$ cat src/rtl/core/hsv2rgb_pkg.sv
// ----------------------------------------------------------------------------
// hsv2rgb_pkg: shared types and constants for the HSV to RGB converter
// Holds fixed-point constants, the hue sector codes and pipeline structs.
// ----------------------------------------------------------------------------
package hsv2rgb_pkg;

  localparam int HUE_W  = 15;
  localparam int Q16_W  = 17;
  localparam int REM_W  = 12;
  localparam int K_W    = 28;
  localparam int PROD_W = Q16_W + K_W;
  localparam int CHAN_W = 8;

  localparam logic [HUE_W-1:0] HUE_FULL_TURN = 15'd23040;
  localparam logic [REM_W-1:0] HUE_SECTOR    = 12'd3840;
  localparam logic [Q16_W-1:0] Q16_ONE       = 17'd65536;
  // 1.0 times one sector in the (1 - s*x/3840) numerator
  localparam logic [K_W-1:0]   K_FULL        = 28'd251658240;

  typedef enum logic [2:0] {
    SECT_R_Y = 3'd0,
    SECT_Y_G = 3'd1,
    SECT_G_C = 3'd2,
    SECT_C_B = 3'd3,
    SECT_B_M = 3'd4,
    SECT_M_R = 3'd5
  } sector_t;

  typedef struct packed {
    logic             valid;
    sector_t          sector;
    logic [REM_W-1:0] rem;
    logic [Q16_W-1:0] sat;
    logic [Q16_W-1:0] bri;
  } dec_t;

  typedef struct packed {
    logic k;
    logic m;
  } term_en_t;

endpackage

$ cat src/rtl/core/hsv2rgb_ifs.sv
// ----------------------------------------------------------------------------
// hsv2rgb_ifs: stream channels of the HSV to RGB converter
// Valid/ready channels for the HSV input and the RGB result.
// ----------------------------------------------------------------------------
interface hsv_if;
  logic        valid;
  logic        ready;
  logic [14:0] hue;
  logic [16:0] saturation;
  logic [16:0] brightness;

  modport source (output valid, output hue, output saturation, output brightness,
                  input ready);
  modport sink   (input valid, input hue, input saturation, input brightness,
                  output ready);
endinterface

interface rgb_if;
  logic       valid;
  logic       ready;
  logic [7:0] red;
  logic [7:0] green;
  logic [7:0] blue;

  modport source (output valid, output red, output green, output blue, input ready);
  modport sink   (input valid, input red, input green, input blue, output ready);
endinterface

$ cat src/rtl/core/hsv2rgb_decode.sv
// ----------------------------------------------------------------------------
// hsv2rgb_decode: first pipeline stage
// Wraps the hue, splits it into sector and remainder, clamps s and v.
// ----------------------------------------------------------------------------
module hsv2rgb_decode (
  input  logic                                 clk,
  input  logic                                 rst,
  input  logic                                 advance,
  input  logic                                 valid,
  input  logic [hsv2rgb_pkg::HUE_W-1:0]        hue,
  input  logic [hsv2rgb_pkg::Q16_W-1:0]        saturation,
  input  logic [hsv2rgb_pkg::Q16_W-1:0]        brightness,
  output hsv2rgb_pkg::dec_t                    dec
);

  logic [hsv2rgb_pkg::HUE_W-1:0] hue_w;
  logic [hsv2rgb_pkg::HUE_W-1:0] base;
  hsv2rgb_pkg::sector_t          sector_next;
  logic [hsv2rgb_pkg::REM_W-1:0] rem_next;
  logic [hsv2rgb_pkg::Q16_W-1:0] sat_next;
  logic [hsv2rgb_pkg::Q16_W-1:0] bri_next;

  always_comb begin
    hue_w = (hue >= hsv2rgb_pkg::HUE_FULL_TURN) ? '0 : hue;
    if (hue_w < 15'd3840) begin
      sector_next = hsv2rgb_pkg::SECT_R_Y;
      base        = 15'd0;
    end else if (hue_w < 15'd7680) begin
      sector_next = hsv2rgb_pkg::SECT_Y_G;
      base        = 15'd3840;
    end else if (hue_w < 15'd11520) begin
      sector_next = hsv2rgb_pkg::SECT_G_C;
      base        = 15'd7680;
    end else if (hue_w < 15'd15360) begin
      sector_next = hsv2rgb_pkg::SECT_C_B;
      base        = 15'd11520;
    end else if (hue_w < 15'd19200) begin
      sector_next = hsv2rgb_pkg::SECT_B_M;
      base        = 15'd15360;
    end else begin
      sector_next = hsv2rgb_pkg::SECT_M_R;
      base        = 15'd19200;
    end
    rem_next = hsv2rgb_pkg::REM_W'(hue_w - base);
    // clamp Q16 inputs to 1.0
    sat_next = (saturation > hsv2rgb_pkg::Q16_ONE) ? hsv2rgb_pkg::Q16_ONE : saturation;
    bri_next = (brightness > hsv2rgb_pkg::Q16_ONE) ? hsv2rgb_pkg::Q16_ONE : brightness;
  end

  always_ff @(posedge clk) begin
    if (rst) begin
      dec.valid <= 1'b0;
    end else if (advance) begin
      dec.valid <= valid;
    end
    if (advance && valid) begin
      dec.sector <= sector_next;
      dec.rem    <= rem_next;
      dec.sat    <= sat_next;
      dec.bri    <= bri_next;
    end
  end

endmodule

$ cat src/rtl/core/hsv2rgb_term.sv
// ----------------------------------------------------------------------------
// hsv2rgb_term: one product term v(1 - s*x/3840) scaled to 8 bits
// Two register stages: s*x numerator, then v times numerator.
// ----------------------------------------------------------------------------
module hsv2rgb_term (
  input  logic                                  clk,
  input  hsv2rgb_pkg::term_en_t                 en,
  input  logic [hsv2rgb_pkg::Q16_W-1:0]         sat,
  input  logic [hsv2rgb_pkg::REM_W-1:0]         x,
  input  logic [hsv2rgb_pkg::Q16_W-1:0]         bri,
  output logic [hsv2rgb_pkg::CHAN_W-1:0]        chan
);

  localparam int Y_W = hsv2rgb_pkg::Q16_W + hsv2rgb_pkg::REM_W;
  localparam int T_W = hsv2rgb_pkg::PROD_W + 4;

  logic [Y_W-1:0]                  y;
  logic [hsv2rgb_pkg::K_W-1:0]     k;
  logic [hsv2rgb_pkg::PROD_W-1:0]  m;
  logic [T_W-1:0]                  t;

  assign y = Y_W'(sat) * Y_W'(x);

  always_ff @(posedge clk) begin
    if (en.k) begin
      k <= hsv2rgb_pkg::K_W'(Y_W'(hsv2rgb_pkg::K_FULL) - y);
    end
  end

  always_ff @(posedge clk) begin
    if (en.m) begin
      m <= hsv2rgb_pkg::PROD_W'(bri) * hsv2rgb_pkg::PROD_W'(k);
    end
  end

  // 255/(3840*2^32) reduces to 17/2^40
  assign t    = {m, 4'b0000} + T_W'(m);
  assign chan = t[47:40];

endmodule

$ cat src/rtl/core/hsv_to_rgb_converter.sv
// ----------------------------------------------------------------------------
// hsv_to_rgb_converter: streaming HSV to 8-bit RGB color conversion
// Four-stage pipeline, one pixel per clock unless the sink stalls, exact fixed-point arithmetic.
// ----------------------------------------------------------------------------
// The converter takes one pixel per clock on the hsv channel and delivers one
// pixel per clock on the rgb channel while the sink is ready. A transfer at
// the input passes through decode, numerator multiply (s times hue offset),
// brightness multiply, then scale and sector select into the output register.
// The brightness multiply (17 x 28 bits) sets the pace of the clock. Every
// stage has its own valid bit and advances when it is empty or the next
// stage advances, so bubbles close up and the input keeps taking pixels while
// any stage is empty, even while a result waits for the sink. Hue is in 1/64
// degree units and wraps to zero at 360 degrees; saturation and brightness
// above 1.0 are clamped. Each channel is truncated toward zero, exactly.
// ----------------------------------------------------------------------------
module hsv_to_rgb_converter (
  input  logic      clk,
  input  logic      rst,
  hsv_if.sink       hsv,
  rgb_if.source     rgb
);

  hsv2rgb_pkg::dec_t     dec;
  hsv2rgb_pkg::term_en_t term_en;

  logic en_d;
  logic en_k;
  logic en_m;
  logic en_o;

  // stage K and M control, stage O output registers
  logic                                 valid_k;
  logic                                 valid_m;
  logic                                 valid_o;
  hsv2rgb_pkg::sector_t                 sector_k;
  hsv2rgb_pkg::sector_t                 sector_m;
  logic [hsv2rgb_pkg::Q16_W-1:0]        bri_k;
  logic [hsv2rgb_pkg::REM_W-1:0]        x_c;
  logic [hsv2rgb_pkg::CHAN_W-1:0]       pv;
  logic [hsv2rgb_pkg::CHAN_W-1:0]       pa;
  logic [hsv2rgb_pkg::CHAN_W-1:0]       pb;
  logic [hsv2rgb_pkg::CHAN_W-1:0]       pc;
  logic [hsv2rgb_pkg::CHAN_W-1:0]       red;
  logic [hsv2rgb_pkg::CHAN_W-1:0]       green;
  logic [hsv2rgb_pkg::CHAN_W-1:0]       blue;
  logic [hsv2rgb_pkg::CHAN_W-1:0]       red_next;
  logic [hsv2rgb_pkg::CHAN_W-1:0]       green_next;
  logic [hsv2rgb_pkg::CHAN_W-1:0]       blue_next;

  // advance a stage when it is empty or the next one advances
  assign en_o = !valid_o || rgb.ready;
  assign en_m = !valid_m || en_o;
  assign en_k = !valid_k || en_m;
  assign en_d = !dec.valid || en_k;

  assign hsv.ready = en_d;
  assign term_en   = '{k: en_k, m: en_m};

  hsv2rgb_decode u_decode (
    .clk        (clk),
    .rst        (rst),
    .advance    (en_d),
    .valid      (hsv.valid),
    .hue        (hsv.hue),
    .saturation (hsv.saturation),
    .brightness (hsv.brightness),
    .dec        (dec)
  );

  // offset for v(1 - s(1-f))
  assign x_c = hsv2rgb_pkg::HUE_SECTOR - dec.rem;

  // pure brightness term: x of zero
  hsv2rgb_term u_term_v (
    .clk (clk), .en (term_en), .sat (dec.sat), .x ('0),
    .bri (bri_k), .chan (pv)
  );

  // v(1 - s)
  hsv2rgb_term u_term_a (
    .clk (clk), .en (term_en), .sat (dec.sat), .x (hsv2rgb_pkg::HUE_SECTOR),
    .bri (bri_k), .chan (pa)
  );

  // v(1 - s*f)
  hsv2rgb_term u_term_b (
    .clk (clk), .en (term_en), .sat (dec.sat), .x (dec.rem),
    .bri (bri_k), .chan (pb)
  );

  // v(1 - s*(1-f))
  hsv2rgb_term u_term_c (
    .clk (clk), .en (term_en), .sat (dec.sat), .x (x_c),
    .bri (bri_k), .chan (pc)
  );

  // valid bits travel alongside the term pipelines
  always_ff @(posedge clk) begin
    if (rst) begin
      valid_k <= 1'b0;
      valid_m <= 1'b0;
      valid_o <= 1'b0;
    end else begin
      if (en_k) begin
        valid_k <= dec.valid;
      end
      if (en_m) begin
        valid_m <= valid_k;
      end
      if (en_o) begin
        valid_o <= valid_m;
      end
    end
  end

  // hold the sector and brightness next to the terms
  always_ff @(posedge clk) begin
    if (en_k) begin
      sector_k <= dec.sector;
      bri_k    <= dec.bri;
    end
    if (en_m) begin
      sector_m <= sector_k;
    end
  end

  // pick the terms for each channel by hue sector
  always_comb begin
    case (sector_m)
      hsv2rgb_pkg::SECT_R_Y: begin
        red_next = pv; green_next = pc; blue_next = pa;
      end
      hsv2rgb_pkg::SECT_Y_G: begin
        red_next = pb; green_next = pv; blue_next = pa;
      end
      hsv2rgb_pkg::SECT_G_C: begin
        red_next = pa; green_next = pv; blue_next = pc;
      end
      hsv2rgb_pkg::SECT_C_B: begin
        red_next = pa; green_next = pb; blue_next = pv;
      end
      hsv2rgb_pkg::SECT_B_M: begin
        red_next = pc; green_next = pa; blue_next = pv;
      end
      default: begin
        red_next = pv; green_next = pa; blue_next = pb;
      end
    endcase
  end

  // output register: load on advance, hold while the sink stalls
  always_ff @(posedge clk) begin
    if (en_o) begin
      red   <= red_next;
      green <= green_next;
      blue  <= blue_next;
    end
  end

  assign rgb.valid = valid_o;
  assign rgb.red   = red;
  assign rgb.green = green;
  assign rgb.blue  = blue;

endmodule

$ cat src/flat_wrapper.sv
// flat-port wrapper written by rule: the top's interface ports become plain ports
module hsv_to_rgb_converter_flat 
  (clk, rst, hsv_valid, hsv_hue, hsv_saturation, hsv_brightness, hsv_ready, rgb_valid, rgb_red, rgb_green, rgb_blue, rgb_ready);
  hsv_if hsv_i ();
  rgb_if rgb_i ();
  input  logic clk;
  input  logic rst;
  input wire logic [$bits(hsv_i.valid)-1:0] hsv_valid;
  input wire logic [$bits(hsv_i.hue)-1:0] hsv_hue;
  input wire logic [$bits(hsv_i.saturation)-1:0] hsv_saturation;
  input wire logic [$bits(hsv_i.brightness)-1:0] hsv_brightness;
  output wire logic [$bits(hsv_i.ready)-1:0] hsv_ready;
  output wire logic [$bits(rgb_i.valid)-1:0] rgb_valid;
  output wire logic [$bits(rgb_i.red)-1:0] rgb_red;
  output wire logic [$bits(rgb_i.green)-1:0] rgb_green;
  output wire logic [$bits(rgb_i.blue)-1:0] rgb_blue;
  input wire logic [$bits(rgb_i.ready)-1:0] rgb_ready;
  assign hsv_i.valid = hsv_valid;
  assign hsv_i.hue = hsv_hue;
  assign hsv_i.saturation = hsv_saturation;
  assign hsv_i.brightness = hsv_brightness;
  assign hsv_ready = hsv_i.ready;
  assign rgb_valid = rgb_i.valid;
  assign rgb_red = rgb_i.red;
  assign rgb_green = rgb_i.green;
  assign rgb_blue = rgb_i.blue;
  assign rgb_i.ready = rgb_ready;
  hsv_to_rgb_converter u_core (.clk(clk), .rst(rst), .hsv(hsv_i), .rgb(rgb_i));
endmodule
$ cat config.mk
export PLATFORM = sky130hd
export DESIGN_NAME = hsv_to_rgb_converter_flat
export DESIGN_NICKNAME = d
export VERILOG_FILES = /design/src/rtl/core/hsv2rgb_pkg.sv /design/src/rtl/core/hsv2rgb_ifs.sv /design/src/rtl/core/hsv2rgb_decode.sv /design/src/rtl/core/hsv2rgb_term.sv /design/src/rtl/core/hsv_to_rgb_converter.sv /design/src/flat_wrapper.sv
export SDC_FILE = /design/constraint.sdc
export NUM_CORES = 2
export LEC_CHECK = 0
export ABC_CLOCK_PERIOD_IN_PS = 11550
export BUFFER_PORTS_ARGS = -buffer_cell sky130_fd_sc_hd__buf_2
export CELL_PAD_IN_SITES_DETAIL_PLACEMENT = 1
export CELL_PAD_IN_SITES_GLOBAL_PLACEMENT = 2
export CORE_MARGIN = 5
export CORE_UTILIZATION = 47
export DETAILED_ROUTE_END_ITERATION = 7
export PLACE_DENSITY_LB_ADDON = 0.1
export SETUP_SLACK_MARGIN = 0.2
export SYNTH_ARGS = -nofsm -noshare
export SYNTH_HDL_FRONTEND = slang
export SYNTH_SLANG_ARGS = --single-unit
export TNS_END_PERCENT = 50
$ cat constraint.sdc
create_clock -name clk -period 11.55 [get_ports clk]
set_clock_uncertainty 0.15 [all_clocks]
set_input_delay 0.5775 -clock clk [delete_from_list [all_inputs] [get_ports clk]]
set_output_delay 0.5775 -clock clk [all_outputs]
set_load 0.01 [all_outputs]
## After elaboration in Yosys (flattened, before gate mapping)

Cells that the tools add are included.

- Register bits: 364
- Bits of input ports: 53
- Output and inout bits: 26

- Add/subtract/negate cells: 9
- Multipliers: 7
- Order comparisons: 8
- Equality and inequality tests: 4
- Mux-type cells: 13
- Reductions and logical operators: 16

Operators by type and width:

| cell | count |
|---|---|
| $add 48x45->48 | 4 |
| $mul 17x28->45 | 3 |
| $sub 28x28->28 const A | 3 |
| $pmux 8 s3 | 3 |
| $mul 17x12->28 | 2 |
| $mux 12 | 4 |
| $gt 17x17->1 const B | 2 |
| $lt 15x14->1 const B | 2 |
| $mul 17x4->21 const B | 1 |
| $mul 17x4->20 const B | 1 |
| $ge 15x15->1 const B | 1 |
| $lt 15x12->1 const B | 1 |
| $lt 15x13->1 const B | 1 |
| $lt 15x15->1 const B | 1 |
| $mux 15 | 1 |
| $sub 12x12->12 | 1 |
| $sub 12x12->12 const A | 1 |
| $mux 11 | 1 |
| $reduce_or 2->1 | 5 |
| $eq 3x2->1 const B | 2 |
| $logic_not 1->1 | 4 |
| $logic_or 1x1->1 | 4 |
| $mux 2 | 2 |
| $reduce_or 4->1 | 1 |
| 5 further kinds | 6 |

## Depth between registers and ports, before layout

- Depth after elaboration: 9
- Gate-level depth with buffers: 28
- Mapped depth without buffers: 26

## Modules after synthesis

A second synthesis with hierarchy kept.

- Cell total of the unflattened synthesis: 11761
- Area, all modules: 107770.9 um^2

By module, submodules not included:

| module | instances | cells each | area each (um^2) | sequential area each (um^2) |
|---|---|---|---|---|
| hsv2rgb_term at u_core.u_term_b ... | 2 | 2796 | 25524.5 | 2192.1 |
| hsv2rgb_term at u_core.u_term_v | 1 | 2874 | 25922.4 | 2192.1 |
| hsv2rgb_term at u_core.u_term_a | 1 | 2887 | 25702.2 | 2192.1 |
| hsv_to_rgb_converter | 1 | 246 | 2912.8 | 1471.4 |
| hsv2rgb_decode | 1 | 162 | 2184.6 | 1491.4 |

## Least setup slack after synthesis

OpenSTA, ideal clock, no wires.

- Kind: flip-flop to flip-flop
- From: reg u_core.bri_k[2] (netlist bit)
- To: reg u_core.u_term_b.m[41] (netlist bit), data pin
- Library setup time: 259 ps
- Data arrival time: 6618 ps
- Required time: 11141 ps
- Slack: 4523 ps
- Stages on the path, launching flop included: 27
- Path buffers: 3
- Clock period less this slack: 7027 ps
- Cells stage by stage: edfxtp_1 > clkbuf_1 > clkbuf_1 > nand2_1 > fa_1 > inv_1 > fa_1 > inv_1 > fa_1 > inv_1 > fa_1 > fa_1 > inv_1 > fa_1 > inv_1 > ha_1 > clkbuf_1 > a21oi_1 > o21ai_1 > nor4_1 > a211o_1 > a211oi_1 > o31ai_1 > o21ai_1 > o21ai_1 > nor3_1 > a211o_1

- Cells in the longest elaborated chain, start to end: 1

RTL lines:

| item | RTL line | RTL |
|---|---|---|
| start, declared | hsv_to_rgb_converter.sv:37 | `logic [hsv2rgb_pkg::Q16_W-1:0] bri_k;` |
| start signal, assigned | hsv_to_rgb_converter.sv:120 | `bri_k <= dec.bri;` |
| $mul 17x28->45 | hsv2rgb_term.sv:32 | `m <= hsv2rgb_pkg::PROD_W'(bri) * hsv2rgb_pkg::PROD_W'(k);` |
| end signal, assigned | hsv2rgb_term.sv:32 |  |
| end, declared | hsv2rgb_term.sv:19 | `logic [hsv2rgb_pkg::PROD_W-1:0] m;` |

Every way passes these cells.
A chain may end at the register's enable or synchronous reset.

## Worst setup path in the final report

- From: reg u_core.bri_k[12] (netlist bit)
- To: reg u_core.u_term_b.m[41] (netlist bit), data pin

Same word-level chain as after synthesis.

==> Flow_metrics.wiki <==
{| class="wikitable"
! Metric !! Value
|-
| Unrepaired setup endpoints after global routing || no
|-
| Core ar. || 154000 um2
|-
| Final wirelength || 212500 um
|-
| Clock-pin slew on the worst setup and hold paths || 0.06 ns
|-
| Standard-cell rows || 144
|-
| Crit path required time || 11.79 ns
|-
| Final period util || 0.7428
|-
| CTS root buf || sky130_fd_sc_hd__clkbuf_16
|-
| Flip-flop cell with the highest count after synthesis || sky130_fd_sc_hd__edfxtp_1
|-
| Final #Nets || 9899
|-
| Reg2reg end || u_core.u_term_b.m[41]$_DFFE_PP_
|-
| Count of endpoints failing hold in the final timing report || 0
|-
| Via count of the first global-routing pass || 60286
|-
| Area of the die || 163000 um2
|-
| Die W || 403.8 um
|-
| Synth-to-layout area growth || 5.554%
|-
| Top-area cell type share of the netlist area || 0.3884
|-
| Sum of net half-perimeters after detailed placement || 167100 um
|-
| Seq/Total Area, Yosys || 0.1321
|-
| Ranking of synthesized cells by area || sky130_fd_sc_hd__fa_1 39%, sky130_fd_sc_hd__edfxtp_1 13%, sky130_fd_sc_hd__ha_1 12%
|-
| Ratio of cells with drive above 1 in the final layout || 0.03830
|-
| Fraction of synthesis flops using an asynchronous set or reset pin || 0
|-
| Startpoint of the worst setup timing path || u_core.bri_k[12]$_DFFE_PP_
|-
| Vias after detailed routing || 52838
|-
| Final setup violation count || 0
|-
| Worst EP arrival || 8.82 ns
|-
| Util after Layout || 0.4994
|-
| Critical path start-end classification || flop to flop
|-
| Achievable clock frequency || 116.6 MHz
|-
| Worst hold-check path type || input pin to flop
|-
| Pre-CTS worst setup slack || 3.091 ns
|-
| Worst-case setup margin in the final layout || 2.971 ns
|-
| Top-Level Pins || 79
|-
| Buffer depth of the longest clock path || 3
|-
| Inserted Clock Buffers || 46
|-
| Setup TNS || 0 ns
|-
| Capturing element of the worst setup path || u_core.u_term_b.m[41]$_DFFE_PP_
|-
| CTS tree || yes
|-
| Nature of the critical path startpoint || flop
|-
| Register-to-Register Path Depth || 22
|-
| Residual antenna-violating net count after detailed routing || 0
|-
| Worst reg2reg startpoint || u_core.bri_k[12]$_DFFE_PP_
|-
| Yosys top cell by area || sky130_fd_sc_hd__fa_1
|-
| Sinks on the clock net || 322
|-
| Overall overflow remaining after global route || 0
|-
| First-pass GRT wire length || 339100 um
|-
| Initial standard-cell utilization of the core || 0.4731
|-
| Number of antenna violations at the first check in global routing || 4
|-
| Number of buffers inserted to repair setup after CTS || 0
|-
| Slew Viols, Final || 0
|-
| Routability congestion estimate || 0.8479
|-
| Cells after Synth || 7872
|-
| Initial DRT Pass Iterations || 5
|-
| Min-Delay Path Depth || 2
|-
| Maximum level of the CTS H-tree || 2
|-
| Count of buffers inserted at the top-level ports || 78
|-
| Register-to-register path setup slack || 2.97 ns
|-
| Number of synthesized flops with an enable pin || 318
|-
| Highest fanout seen on the critical path || 57
|-
| Fill cells || 17554
|-
| Avg Inst Size Synth || 9.258 um2
|-
| Initial drt markers || 2395
|-
| Floorplan die height || 403.8 um
|-
| Worst-Margin Slew || 1.202 ns
|-
| # DRC || 0
|-
| Number of max-cap violations || 0
|-
| Post-synthesis sequential element count || 322
|-
| Drt via density || 5.375
|-
| Yosys warning total || 0
|-
| Final critical path time including I/O delays and setup || 8.579 ns
|-
| Maximum number of pins on one net before global-route repair || 80
|-
| Max-Slew Margin vs Limit || 0.1984
|-
| Average routed wire per standard cell || 21.62 um
|-
| Clock Latency Late Sink || 0.66 ns
|-
| Run status || finished, final reports clean
|-
| Distinct cell type count after synthesis || 97
|-
| Endpoint type of the worst setup path || flop
|-
| Mapped Area || 72880 um2
|-
| Global Route Usage Sum || 0.2664
|-
| Synthesized net count || 10027
|}
-- layout by cell type (no fill, tap or decap), types with 104 or more instances in the layout --
| master | n |
|---|---|
| sky130_fd_sc_hd__inv_1 | 1756 |
| sky130_fd_sc_hd__fa_1 | 1414 |
| sky130_fd_sc_hd__nand2_1 | 1184 |
| sky130_fd_sc_hd__ha_1 | 688 |
| sky130_fd_sc_hd__and2_1 | 636 |
| sky130_fd_sc_hd__edfxtp_1 | 318 |
| sky130_fd_sc_hd__a21oi_1 | 199 |
| sky130_fd_sc_hd__nor2_1 | 197 |
| sky130_fd_sc_hd__xnor2_1 | 158 |
| sky130_fd_sc_hd__o21ai_0 | 104 |
-- sequential cells by signal (all words and copies together) (netlist names), 8 cells and up --
| name | cells |
|---|---|
| u_core.bri_k | 17 |
| u_core.rgb.blue | 8 |
| u_core.rgb.green | 8 |
| u_core.rgb.red | 8 |
| u_core.u_decode.dec | 50 |
| u_core.u_term_a.k | 20 |
| u_core.u_term_a.m | 37 |
| u_core.u_term_b.k | 27 |
| u_core.u_term_b.m | 44 |
| u_core.u_term_c.k | 28 |
| u_core.u_term_c.m | 45 |
| u_core.u_term_v.m | 21 |
-- how the worst min path moves through the flow --
stage                                                    start                                     to  slack [ns]
after floorplan           u_core.u_decode.dec[0]$_SDFFCE_PN0P_              u_core.bri_k[0]$_DFFE_PP_        0.25
after global placement    u_core.u_decode.dec[1]$_SDFFCE_PN0P_              u_core.bri_k[1]$_DFFE_PP_        0.25
after detailed placement  u_core.u_decode.dec[0]$_SDFFCE_PN0P_              u_core.bri_k[0]$_DFFE_PP_        0.26
after CTS                                   hsv_brightness[16]  u_core.u_decode.dec[16]$_SDFFCE_PN1P_        0.01
after global routing                        hsv_brightness[16]  u_core.u_decode.dec[16]$_SDFFCE_PN1P_        0.05
final                                               hsv_hue[7]  u_core.u_decode.dec[41]$_SDFFCE_PP0P_        0.06
-- layer usage --
metal	part of all wire	global-route usage	wire, um	vias up
met5	0.000042	0	9	-
met4	0.032	0.07757	6860	2
met3	0.049	0.03792	10470	272
met2	0.49	0.4620	104700	1032
met1	0.43	0.3491	90480	27747
li1	-	-	-	23785
-- worst max-delay path, cell delays in order, from the launching register on --
cell and delay [ns]:
sky130_fd_sc_hd__edfxtp_1 1.01, sky130_fd_sc_hd__buf_4 0.85, sky130_fd_sc_hd__nand2_1 0.18, sky130_fd_sc_hd__fa_1 0.56, sky130_fd_sc_hd__inv_1 0.06, sky130_fd_sc_hd__fa_1 0.55
sky130_fd_sc_hd__fa_1 0.44, sky130_fd_sc_hd__fa_1 0.47, sky130_fd_sc_hd__fa_1 0.49, sky130_fd_sc_hd__inv_1 0.05, sky130_fd_sc_hd__fa_1 0.47, sky130_fd_sc_hd__inv_1 0.04
sky130_fd_sc_hd__ha_1 0.35, sky130_fd_sc_hd__a21oi_1 0.21, sky130_fd_sc_hd__o21ai_1 0.11, sky130_fd_sc_hd__nor4_1 0.39, sky130_fd_sc_hd__a211o_1 0.23, sky130_fd_sc_hd__a211oi_1 0.10
sky130_fd_sc_hd__o31ai_1 0.56, sky130_fd_sc_hd__o21ai_1 0.25, sky130_fd_sc_hd__o21ai_1 0.39, sky130_fd_sc_hd__nor3_1 0.12, sky130_fd_sc_hd__a211o_1 0.24
-- what timing repair did --
item                      CTS  global route
gates resized for setup     0             0
hold endpoints to repair    4             0
hold buffers                2             0
-- kinds of logic after synthesis --
group | Yosys count | synth area share
AO/OA/AOI/OAI | 723 | 0.06747
multiplexers | 11 | 0.001528
adder cells (fa/ha/maj) | 2102 | 0.5065
flip-flops | 322 | 0.1321
AND/OR/NAND/NOR | 2384 | 0.1559
XOR/XNOR | 233 | 0.02829
buffers and inverters | 2097 | 0.1081
-- cell usage after synthesis (29+ instances only) --
library cell,n
sky130_fd_sc_hd__nand2_1,1185
sky130_fd_sc_hd__a211oi_1,40
sky130_fd_sc_hd__fa_1,1414
sky130_fd_sc_hd__ha_1,688
sky130_fd_sc_hd__and3_1,35
sky130_fd_sc_hd__nand4_1,29
sky130_fd_sc_hd__a21o_1,93
sky130_fd_sc_hd__xor2_1,72
sky130_fd_sc_hd__a21oi_1,199
sky130_fd_sc_hd__edfxtp_1,318
sky130_fd_sc_hd__nor2b_1,59
sky130_fd_sc_hd__and2_1,637
sky130_fd_sc_hd__nor3_1,62
sky130_fd_sc_hd__nor2_1,197
sky130_fd_sc_hd__o21a_1,45
sky130_fd_sc_hd__clkbuf_1,337
sky130_fd_sc_hd__inv_1,1756
sky130_fd_sc_hd__o21ai_0,104
sky130_fd_sc_hd__nand3_1,68
sky130_fd_sc_hd__xnor2_1,159
sky130_fd_sc_hd__o21bai_1,31
-- metrics by stage --
step | instances | instance area [um2] | hold WS [ns]
detailed placement | 9737 | 75300 | 0.2570
global route | 9825 | 76910 | 0.04577
finish | 9830 | 76930 | 0.06321
CTS | 9824 | 76890 | 0.01021
floorplan | 7872 | 72880 | 0.2503
global placement | 9737 | 75300 | 0.2525
-- cell type report --
type / count / area [um2] / area share
well taps: 2044 / 2557 / 0.03325
repair buffers: 164 / 1136 / 0.01477
multi-input cells: 5453 / 55430 / 0.7205
inverters: 1757 / 6595 / 0.08573
clock inverters: 35 / 380.4 / 0.004945
diodes: 5 / 12.51 / 0.0001627
flip-flops and latches: 322 / 9629 / 0.1252
clock buffers: 50 / 1186 / 0.01542
Power is not shown: default switching activity piles up to over one toggle a cycle in this logic, so the estimate is an artifact.
